`config.mk`:
```
export PLATFORM = sky130hd
export DESIGN_NAME = slip_receive_deframer
export DESIGN_NICKNAME = d
export VERILOG_FILES = /design/src/rtl/slipd_pkg.sv /design/src/rtl/slipd_decode.sv /design/src/rtl/slip_receive_deframer.sv
export VERILOG_INCLUDE_DIRS = /design/src /design/src/rtl
export SDC_FILE = /design/constraint.sdc
export NUM_CORES = 1
export LEC_CHECK = 0
export BUFFER_PORTS_ARGS = -buffer_cell sky130_fd_sc_hd__buf_2
export CAP_MARGIN = 0
export CORE_MARGIN = 1.5
export CORE_UTILIZATION = 34
export CTS_BUF_LIST = sky130_fd_sc_hd__clkbuf_8
export DETAILED_ROUTE_END_ITERATION = 10
export HOLD_SLACK_MARGIN = 0.03
export PLACE_DENSITY = 0.64
export SLEW_MARGIN = 20
export SYNTH_ARGS = -nofsm -noshare
export SYNTH_HDL_FRONTEND = slang
export SYNTH_SLANG_ARGS = --single-unit
```
`constraint.sdc`:
```
create_clock -name clk -period 6.1 [get_ports clk]
set_input_delay 0.915 -clock clk [delete_from_list [all_inputs] [get_ports clk]]
set_output_delay 0.915 -clock clk [all_outputs]
set_load 0.01 [all_outputs]
```
`src/rtl/assert_macros.svh`:
```
// Assertion macros for the deframer RTL, included by slipd_decode
`ifndef ASSERT_MACROS_SVH
`define ASSERT_MACROS_SVH
`ifndef SYNTHESIS
// Property that must hold at every clock edge outside reset
`define SLIPD_ASSERT(lbl, clk, rst_n, prop) \
  lbl: assert property (@(posedge clk) disable iff (!rst_n) (prop)) \
    else $error("slipd assertion failed");
// Condition in one cycle implies a consequence in the next cycle
`define SLIPD_ASSERT_NEXT(lbl, clk, rst_n, ante, cons) \
  lbl: assert property (@(posedge clk) disable iff (!rst_n) (ante) |=> (cons)) \
    else $error("slipd assertion failed");
`else
`define SLIPD_ASSERT(lbl, clk, rst_n, prop)
`define SLIPD_ASSERT_NEXT(lbl, clk, rst_n, ante, cons)
`endif
`endif

```
`src/rtl/slipd_pkg.sv`:
```
// Types and constants of the SLIP receive deframer
package slipd_pkg;

  // SLIP special characters
  localparam logic [7:0] CH_END     = 8'o300;
  localparam logic [7:0] CH_ESC     = 8'o333;
  localparam logic [7:0] CH_ESC_END = 8'o334;
  localparam logic [7:0] CH_ESC_ESC = 8'o335;

  // Frame size limits
  localparam int unsigned MAX_FRAME   = 2048;
  localparam int unsigned WIDTH_LIMIT = 2048;
  localparam int unsigned LIMIT_CAP_I = (MAX_FRAME < WIDTH_LIMIT) ? MAX_FRAME : WIDTH_LIMIT;
  localparam logic [11:0] LIMIT_CAP   = 12'(LIMIT_CAP_I);
  localparam logic [11:0] MAX_LEN_RST = 12'd2048;

  typedef enum logic [2:0] {
    EV_NONE  = 3'd0,
    EV_DATA  = 3'd1,
    EV_END   = 3'd2,
    EV_ABORT = 3'd3,
    EV_LEAVE = 3'd4
  } event_t;

  typedef enum logic [2:0] {
    CAUSE_NONE    = 3'd0,
    CAUSE_NO_ROOM = 3'd1,
    CAUSE_LINE    = 3'd2,
    CAUSE_BAD_ESC = 3'd3,
    CAUSE_TOO_LONG = 3'd4
  } cause_t;

  // One received beat as held in the input stage
  typedef struct packed {
    logic [7:0] rx_byte;
    logic       line_error;
    logic       no_room;
  } rx_beat_t;

  // One decoded result
  typedef struct packed {
    event_t      ev;
    logic [7:0]  data_byte;
    logic [10:0] byte_pos;
    logic [11:0] frame_len;
    cause_t      cause;
  } result_t;

  // Clamp a written limit to the supported frame size
  function automatic logic [11:0] clamp_limit(input logic [11:0] lim);
    clamp_limit = (lim > LIMIT_CAP) ? LIMIT_CAP : lim;
  endfunction

endpackage

```
`src/rtl/slipd_decode.sv`:
```
// Deframer state (flush, escape, cursor) and per-beat decode logic
module slipd_decode
  import slipd_pkg::*;
(
  input  logic        clk,
  input  logic        rst_n,
  input  logic        step,
  input  rx_beat_t    beat,
  input  logic [11:0] limit,
  output result_t     res
);

`include "assert_macros.svh"

  logic        flush_r, flush_nxt;
  logic        esc_r, esc_nxt;
  logic [11:0] cursor_r, cursor_nxt;
  logic [7:0]  dec_byte;
  logic        bad_esc;

  // Decode one beat against current state
  always_comb begin
    res        = '{ev: EV_NONE, data_byte: '0, byte_pos: '0, frame_len: '0,
                   cause: CAUSE_NONE};
    flush_nxt  = flush_r;
    esc_nxt    = esc_r;
    cursor_nxt = cursor_r;
    dec_byte   = beat.rx_byte;
    bad_esc    = 1'b0;
    if (flush_r) begin
      if (beat.rx_byte == CH_END) begin
        flush_nxt = 1'b0;
        res.ev    = EV_LEAVE;
      end
    end else if (beat.no_room || beat.line_error) begin
      flush_nxt  = 1'b1;
      cursor_nxt = '0;
      res.ev     = EV_ABORT;
      res.cause  = beat.no_room ? CAUSE_NO_ROOM : CAUSE_LINE;
    end else if (beat.rx_byte == CH_ESC) begin
      esc_nxt = 1'b1;
    end else if (beat.rx_byte == CH_END) begin
      // empty frames are dropped silently
      if (cursor_r != '0) begin
        res.ev        = EV_END;
        res.frame_len = cursor_r;
        cursor_nxt    = '0;
      end
    end else begin
      if (esc_r) begin
        esc_nxt = 1'b0;
        if (beat.rx_byte == CH_ESC_END) begin
          dec_byte = CH_END;
        end else if (beat.rx_byte == CH_ESC_ESC) begin
          dec_byte = CH_ESC;
        end else begin
          bad_esc = 1'b1;
        end
      end
      if (bad_esc) begin
        flush_nxt  = 1'b1;
        cursor_nxt = '0;
        res.ev     = EV_ABORT;
        res.cause  = CAUSE_BAD_ESC;
      end else if (cursor_r >= limit) begin
        flush_nxt  = 1'b1;
        cursor_nxt = '0;
        res.ev     = EV_ABORT;
        res.cause  = CAUSE_TOO_LONG;
      end else begin
        res.ev        = EV_DATA;
        res.data_byte = dec_byte;
        res.byte_pos  = cursor_r[10:0];
        cursor_nxt    = cursor_r + 12'd1;
      end
    end
  end

  // State registers, advanced once per decoded beat
  always_ff @(posedge clk) begin
    if (!rst_n) begin
      flush_r  <= 1'b0;
      esc_r    <= 1'b0;
      cursor_r <= '0;
    end else if (step) begin
      flush_r  <= flush_nxt;
      esc_r    <= esc_nxt;
      cursor_r <= cursor_nxt;
    end
  end

  // An abort always leaves the deframer flushing with an empty frame
  `SLIPD_ASSERT_NEXT(a_abort_flush, clk, rst_n, step && res.ev == EV_ABORT,
                     flush_r && cursor_r == '0)
  // Cursor never runs past the largest supported frame
  `SLIPD_ASSERT(a_cursor_cap, clk, rst_n, cursor_r <= LIMIT_CAP)
  // A data byte moves the cursor exactly one position forward
  `SLIPD_ASSERT_NEXT(a_data_adv, clk, rst_n, step && res.ev == EV_DATA,
                     cursor_r == 12'($past(cursor_r)) + 12'd1)

endmodule

```
`src/rtl/slip_receive_deframer.sv`:
```
// Top level: input stage, decode, result stage and limit register
// A beat held in the input stage is decoded and its result registered in the result stage on out_*.
// Throughput: one beat per cycle; in_ready is low only while both stages hold
// a beat and out_ready is low.
// Reset (rst_n low, synchronous): both stages empty, not flushing, no escape
// pending, cursor 0, frame limit 2048. Configuration is always ready.
module slip_receive_deframer
  import slipd_pkg::*;
(
  input  logic        clk,
  input  logic        rst_n,
  input  logic        in_valid,
  output logic        in_ready,
  input  logic [7:0]  in_rx_byte,
  input  logic        in_line_error,
  input  logic        in_no_room,
  output logic        out_valid,
  input  logic        out_ready,
  output logic [2:0]  out_event_res,
  output logic [7:0]  out_data_byte,
  output logic [10:0] out_byte_pos,
  output logic [11:0] out_frame_len,
  output logic [2:0]  out_abort_cause,
  input  logic        cfg_valid,
  output logic        cfg_ready,
  input  logic [11:0] cfg_max_frame_len
);

  logic        in_vld_r;
  rx_beat_t    beat_r;
  logic        out_vld_r;
  result_t     res_r;
  result_t     res;
  logic [11:0] limit_r;
  logic        advance;
  logic        step;

  assign advance   = !out_vld_r || out_ready;
  assign step      = in_vld_r && advance;
  assign in_ready  = !in_vld_r || advance;
  assign cfg_ready = 1'b1;

  // Effective frame limit, clamped when written
  always_ff @(posedge clk) begin
    if (!rst_n) begin
      limit_r <= clamp_limit(MAX_LEN_RST);
    end else if (cfg_valid) begin
      limit_r <= clamp_limit(cfg_max_frame_len);
    end
  end

  // Input stage
  always_ff @(posedge clk) begin
    if (!rst_n) begin
      in_vld_r <= 1'b0;
    end else if (in_valid && in_ready) begin
      in_vld_r <= 1'b1;
    end else if (step) begin
      in_vld_r <= 1'b0;
    end
  end

  always_ff @(posedge clk) begin
    if (in_valid && in_ready) begin
      beat_r <= '{rx_byte: in_rx_byte, line_error: in_line_error, no_room: in_no_room};
    end
  end

  slipd_decode u_decode (
    .clk   (clk),
    .rst_n (rst_n),
    .step  (step),
    .beat  (beat_r),
    .limit (limit_r),
    .res   (res)
  );

  // Result stage
  always_ff @(posedge clk) begin
    if (!rst_n) begin
      out_vld_r <= 1'b0;
    end else if (advance) begin
      out_vld_r <= in_vld_r;
    end
  end

  always_ff @(posedge clk) begin
    if (step) begin
      res_r <= res;
    end
  end

  assign out_valid       = out_vld_r;
  assign out_event_res   = res_r.ev;
  assign out_data_byte   = res_r.data_byte;
  assign out_byte_pos    = res_r.byte_pos;
  assign out_frame_len   = res_r.frame_len;
  assign out_abort_cause = res_r.cause;

endmodule
```
After elaboration in Yosys (flattened, before gate mapping)
Cells that the tools add are included.
- bits in registers: 75
- bits of input ports: 27
- output and inout bits: 40
- word-level logic and storage cells: 87
- $add $sub $neg: 1
- order comparisons: 2
- equality and inequality tests: 7
- mux-type cells: 46
- bitwise gates (word level): 4
- reductions and logical operators: 13
- operators with widths (cell ; count):
    $mux W12 ; 9
    $mux W19 ; 3
    $mux W37 ; 1
    $eq A8 B8 Y1 const B ; 4
    $mux W3 ; 9
    $mux W8 ; 3
    $mux W1 ; 18
    $add A12 B1 Y12 const B ; 1
    $ge A12 B12 Y1 ; 1
    $gt A12 B12 Y1 const B ; 1
    $reduce_bool A12 Y1 ; 1
    $reduce_and A4 Y1 ; 2
    $mux W2 ; 3
    $reduce_or A6 Y1 ; 1
    $reduce_or A5 Y1 ; 1
    $not A1 Y1 ; 4
    $logic_or A1 B1 Y1 ; 3
    $ne A3 B3 Y1 const B ; 1
    $logic_and A1 B1 Y1 ; 2
    $logic_not A1 Y1 ; 2
    $ne A2 B1 Y1 const B ; 1
    $ne A2 B2 Y1 const B ; 1
    $reduce_bool A2 Y1 ; 1

Depth between registers and ports, before layout
- depth in word-level cells: 13
- depth in mapped cells: 9
- depth with buffers taken out: 7

Hierarchy
A second synthesis with hierarchy kept.
- cells, all modules: 308
- area, all modules: 3470.8 um^2
- modules (own cells, without submodules) (module ; times used ; cells an instance ; area an instance (um^2) ; seq. area each (um^2)):
    slip_receive_deframer ; 1 ; 105 ; 1999.4 ; 1691.6
    slipd_decode ; 1 ; 203 ; 1471.4 ; 280.3

Worst setup path before layout
Ideal clock, no wire load.
- kind: input -> register
- start point: input port out_ready
- end point: register u_decode.flush_r
- arrival: 2351 ps
- slack: 3690 ps
- stages: 5
- cells stage by stage: nand2b_1 > nand2_1 > inv_1 > and4_2 > a22o_1
- cells in the longest elaborated chain, start to end: 2
- RTL lines (element ; RTL line ; source):
    start, declared ; slip_receive_deframer.sv:18 ; input logic out_ready,
    $logic_or A1 B1 Y1 ; slip_receive_deframer.sv:38 ; assign advance = !out_vld_r || out_ready;
    $logic_and A1 B1 Y1 ; slip_receive_deframer.sv:39 ; assign step = in_vld_r && advance;
    net step ; slip_receive_deframer.sv:36 ; logic step;
    end signal, assigned ; slipd_decode.sv:86 ; flush_r <= flush_nxt;
    end, declared ; slipd_decode.sv:15 ; logic flush_r, flush_nxt;
The timed path passes the listed nets, and every way through them passes these cells.
A chain may end at the register's enable or synchronous reset.

Worst setup path in the final report
- start point: register u_decode.cursor_r[5]
- end point: register res_r, in the netlist out_data_byte[4], data pin
- cells in the longest elaborated chain, start to end: 2
- RTL lines (element ; RTL line ; source):
    start, declared ; slipd_decode.sv:17 ; logic [11:0] cursor_r, cursor_nxt;
    start signal, assigned ; slipd_decode.sv:88 ; cursor_r <= cursor_nxt;
    $ge A12 B12 Y1 ; slipd_decode.sv:65 ; end else if (cursor_r >= limit) begin
    $reduce_or A6 Y1 (no source line) ; n/a ;
    end signal, assigned ; slip_receive_deframer.sv:89 ; res_r <= res;
    end, declared ; slip_receive_deframer.sv:32 ; result_t res_r;
No other way between the ends.

==> results_dict.tcl <==
set metrics [dict create \
    p_leak_nw 1.57 \
    fin_crit_ps 2830 \
    synth_nets 361 \
    outcome "finished, final reports clean" \
    ant_nets 0 \
    routedWlPerCell_um 14.2 \
    coreArea_sq_um 10300 \
    hold_path_class "register to register" \
    seq_area_frac_synth 0.543 \
    num_vias 2611 \
    multi_input_area_sq_um 1510 \
    grt_pass1_wl_mm 12.2 \
    track_usage 0.136 \
    clk_latency_ps 340 \
    die_area_sq_um 11300 \
    area_delta_synth_final_pct 16.4 \
    cp_slowest_cell "and4_1" \
    firstDrtPassIters 4 \
    worstMarginPinSlew_ps 951 \
    start_util 0.352 \
    timing.final.crit_share 0.464 \
    slowest_delay_ps 580 \
    setup_viol 0 \
    final_cell_mix "buf_2, edfxtp_1, dfxtp_1" \
    slew_violations 0 \
    post_cts_buffers 0 \
    fill_cells 1040 \
    ys.warnings.count 0 \
    crit_family "compound AO/OA/AOI/OAI gates" \
    grt_max_degree 40 \
    final_layout_size_suffix_gt1_frac 0.269 \
    antenna_found_initial 0 \
    globalplace.congestion 0.858 \
    place_area_sq_um 4060 \
    ctsResizeCount 0 \
    stdcell_area_sq_um 4230 \
    grt_pass1_vias 2502 \
    cts.sinks 75 \
    tritoncts "built" \
    hold_slack_ps 526 \
    synth-edff-count 47 \
    cp_max_fo 19 \
    dp_hpwl_mm 5.30 \
    crit_type "register to register" \
    rsz0062_at_grt "no" \
    max_clock_freq_mhz 353 \
    seqCellArea_sq_um 1970 \
    cts_max_level 3 \
    required_ps 6300 \
    syn_inst 320 \
    critPathBufInv 1 \
    synthArstFlopShare 0 \
    clockBufferDepth 2 \
    synthFlopType "edfxtp_1" \
    hold_buffers 0 \
    synth-seq-cells 75 \
    synth.avg_cell_area_sq_um 11.4 \
    finalWirelength_mm 7.43 \
    ys_types 63 \
    ir_drop_mv 0.0999 \
    num_io_pins 67 \
    max_slew_margin 0.363 \
    num-nets-final 425 \
    cts_made_buffers 9 \
    skew_ps 9.60 \
    startpoint_type "register" \
    final.setup.tns_ps 0 \
    fp.dieH_um 106 \
    n_antenna_cell 0 \
    rows 37 \
    drtIter0Drc 138 \
    critPathArrivalTime_ps 3040 \
    finalHoldViolCount 0 \
    final_common_cell "buf_2" \
    crit_chain "ha_1 > a2111oi_0 > o21ai_1 > a211oi_2 > buf_4 > and4_1 > o311a_1" \
    grt_overflow 0 \
    syn_area_sq_um 3630 \
    fin_util 0.410 \
    io_buffers 65 \
    end_kind "register" \
    cts_root_buffer "clkbuf_8" \
    die_w_um 106 \
    clk_pin_slew_ps 80 \
    via_per_inst 4.99 \
    p_per_area_nw_per_um2 238 \
    maxCapViolations 0 \
    drc 0 \
]
[power breakdown]
group          total [mW]  internal [mW]  switching [mW]
Clock               0.351          0.180           0.170
Sequential          0.572          0.560          0.0120
Combinational      0.0825         0.0344          0.0481
[kinds of logic (layout without fill, tap and decap cells)]
| kind of cell | count (synthesis) | after routing | synth area share |
|---|---|---|---|
| compound gates | 65 | 65 | 0.137 |
| xor+xnor | 2 | 2 | 0.00482 |
| fa+ha+maj | 14 | 14 | 0.0482 |
| buf+inv | 33 | 100 | 0.0430 |
| flops | 75 | 75 | 0.543 |
| other cells | 1 | 1 | 0.00103 |
| simple gates | 130 | 130 | 0.223 |
[registers in the layout, summed over array words and instances (netlist names), 3 cells and up]
signal,cells
limit_r,12
out_frame_len,12
u_decode.cursor_r,12
out_byte_pos,11
beat_r,10
out_data_byte,8
out_abort_cause,3
out_event_res,3
[worst min-delay path, delay by kind of cell, from the launching register on]
kind | cells | cell delay, ps
simple gates | 1 | 90
compound gates | 1 | 70
flops | 1 | 310
[final cells by class]
type,instances,area share
clock inverter,5,0.0112
timing repair buffer,67,0.0804
tap,136,0.0402
clock buffer,9,0.0293
inverter,19,0.0169
sequential,75,0.466
multi-input combinational,212,0.356
[routing by layer]
layer,share of wire,track usage,vias up
met4,0.015,0.0589,0
li1,-,-,1311
met2,0.47,0.218,61
met5,0,0,-
met1,0.46,0.179,1228
met3,0.055,0.0251,11
[synth_stat cells, drive strengths merged, types with 3 or more instances]
cell type  count  area, sq um
a211oi         3         27.5
a21boi         4         30.0
a21oi          7         35.0
a2bb2oi        7         61.3
a32oi          6         52.6
and2          34          235
buf            7         58.8
clkbuf         7         26.3
dfxtp         28          561
edfxtp        47         1410
ha            14          175
inv           19         71.3
nand2         21         78.8
nand2b         3         18.8
nand3         13         65.1
nand4          3         33.8
nor2          11         43.8
nor2b         16          100
nor3           7         46.3
nor4           5         31.3
o21a           3         22.5
o21ai         12         60.1
o31ai          4         30.0
o41ai          3         45.1
or4            3         26.3
[stage by stage]
stage | power [mW] | setup slack (ps) | instances
floorplan | 0.636 | 3690 | 320
global placement | 0.665 | 3270 | 509
detailed placement | 0.667 | 3180 | 509
CTS | 1.01 | 3240 | 523
global route | 1.04 | 3010 | 523
finish | 1.01 | 3270 | 523
[path summary, 6_finish.rpt]
| path | from | to | slack, ps | depth (start not counted) |
|---|---|---|---|---|
| setup / recovery | u_decode.cursor_r[5] | out_data_byte[4] | 3270 | 7 |
| hold / removal | limit_r[11] | limit_r[11] | 530 | 2 |
| setup reg to reg | u_decode.cursor_r[5] | out_data_byte[4] | 3270 | 7 |
| hold reg to reg | limit_r[11] | limit_r[11] | 530 | 2 |
Note: power is estimated with default switching activity, not from simulation.
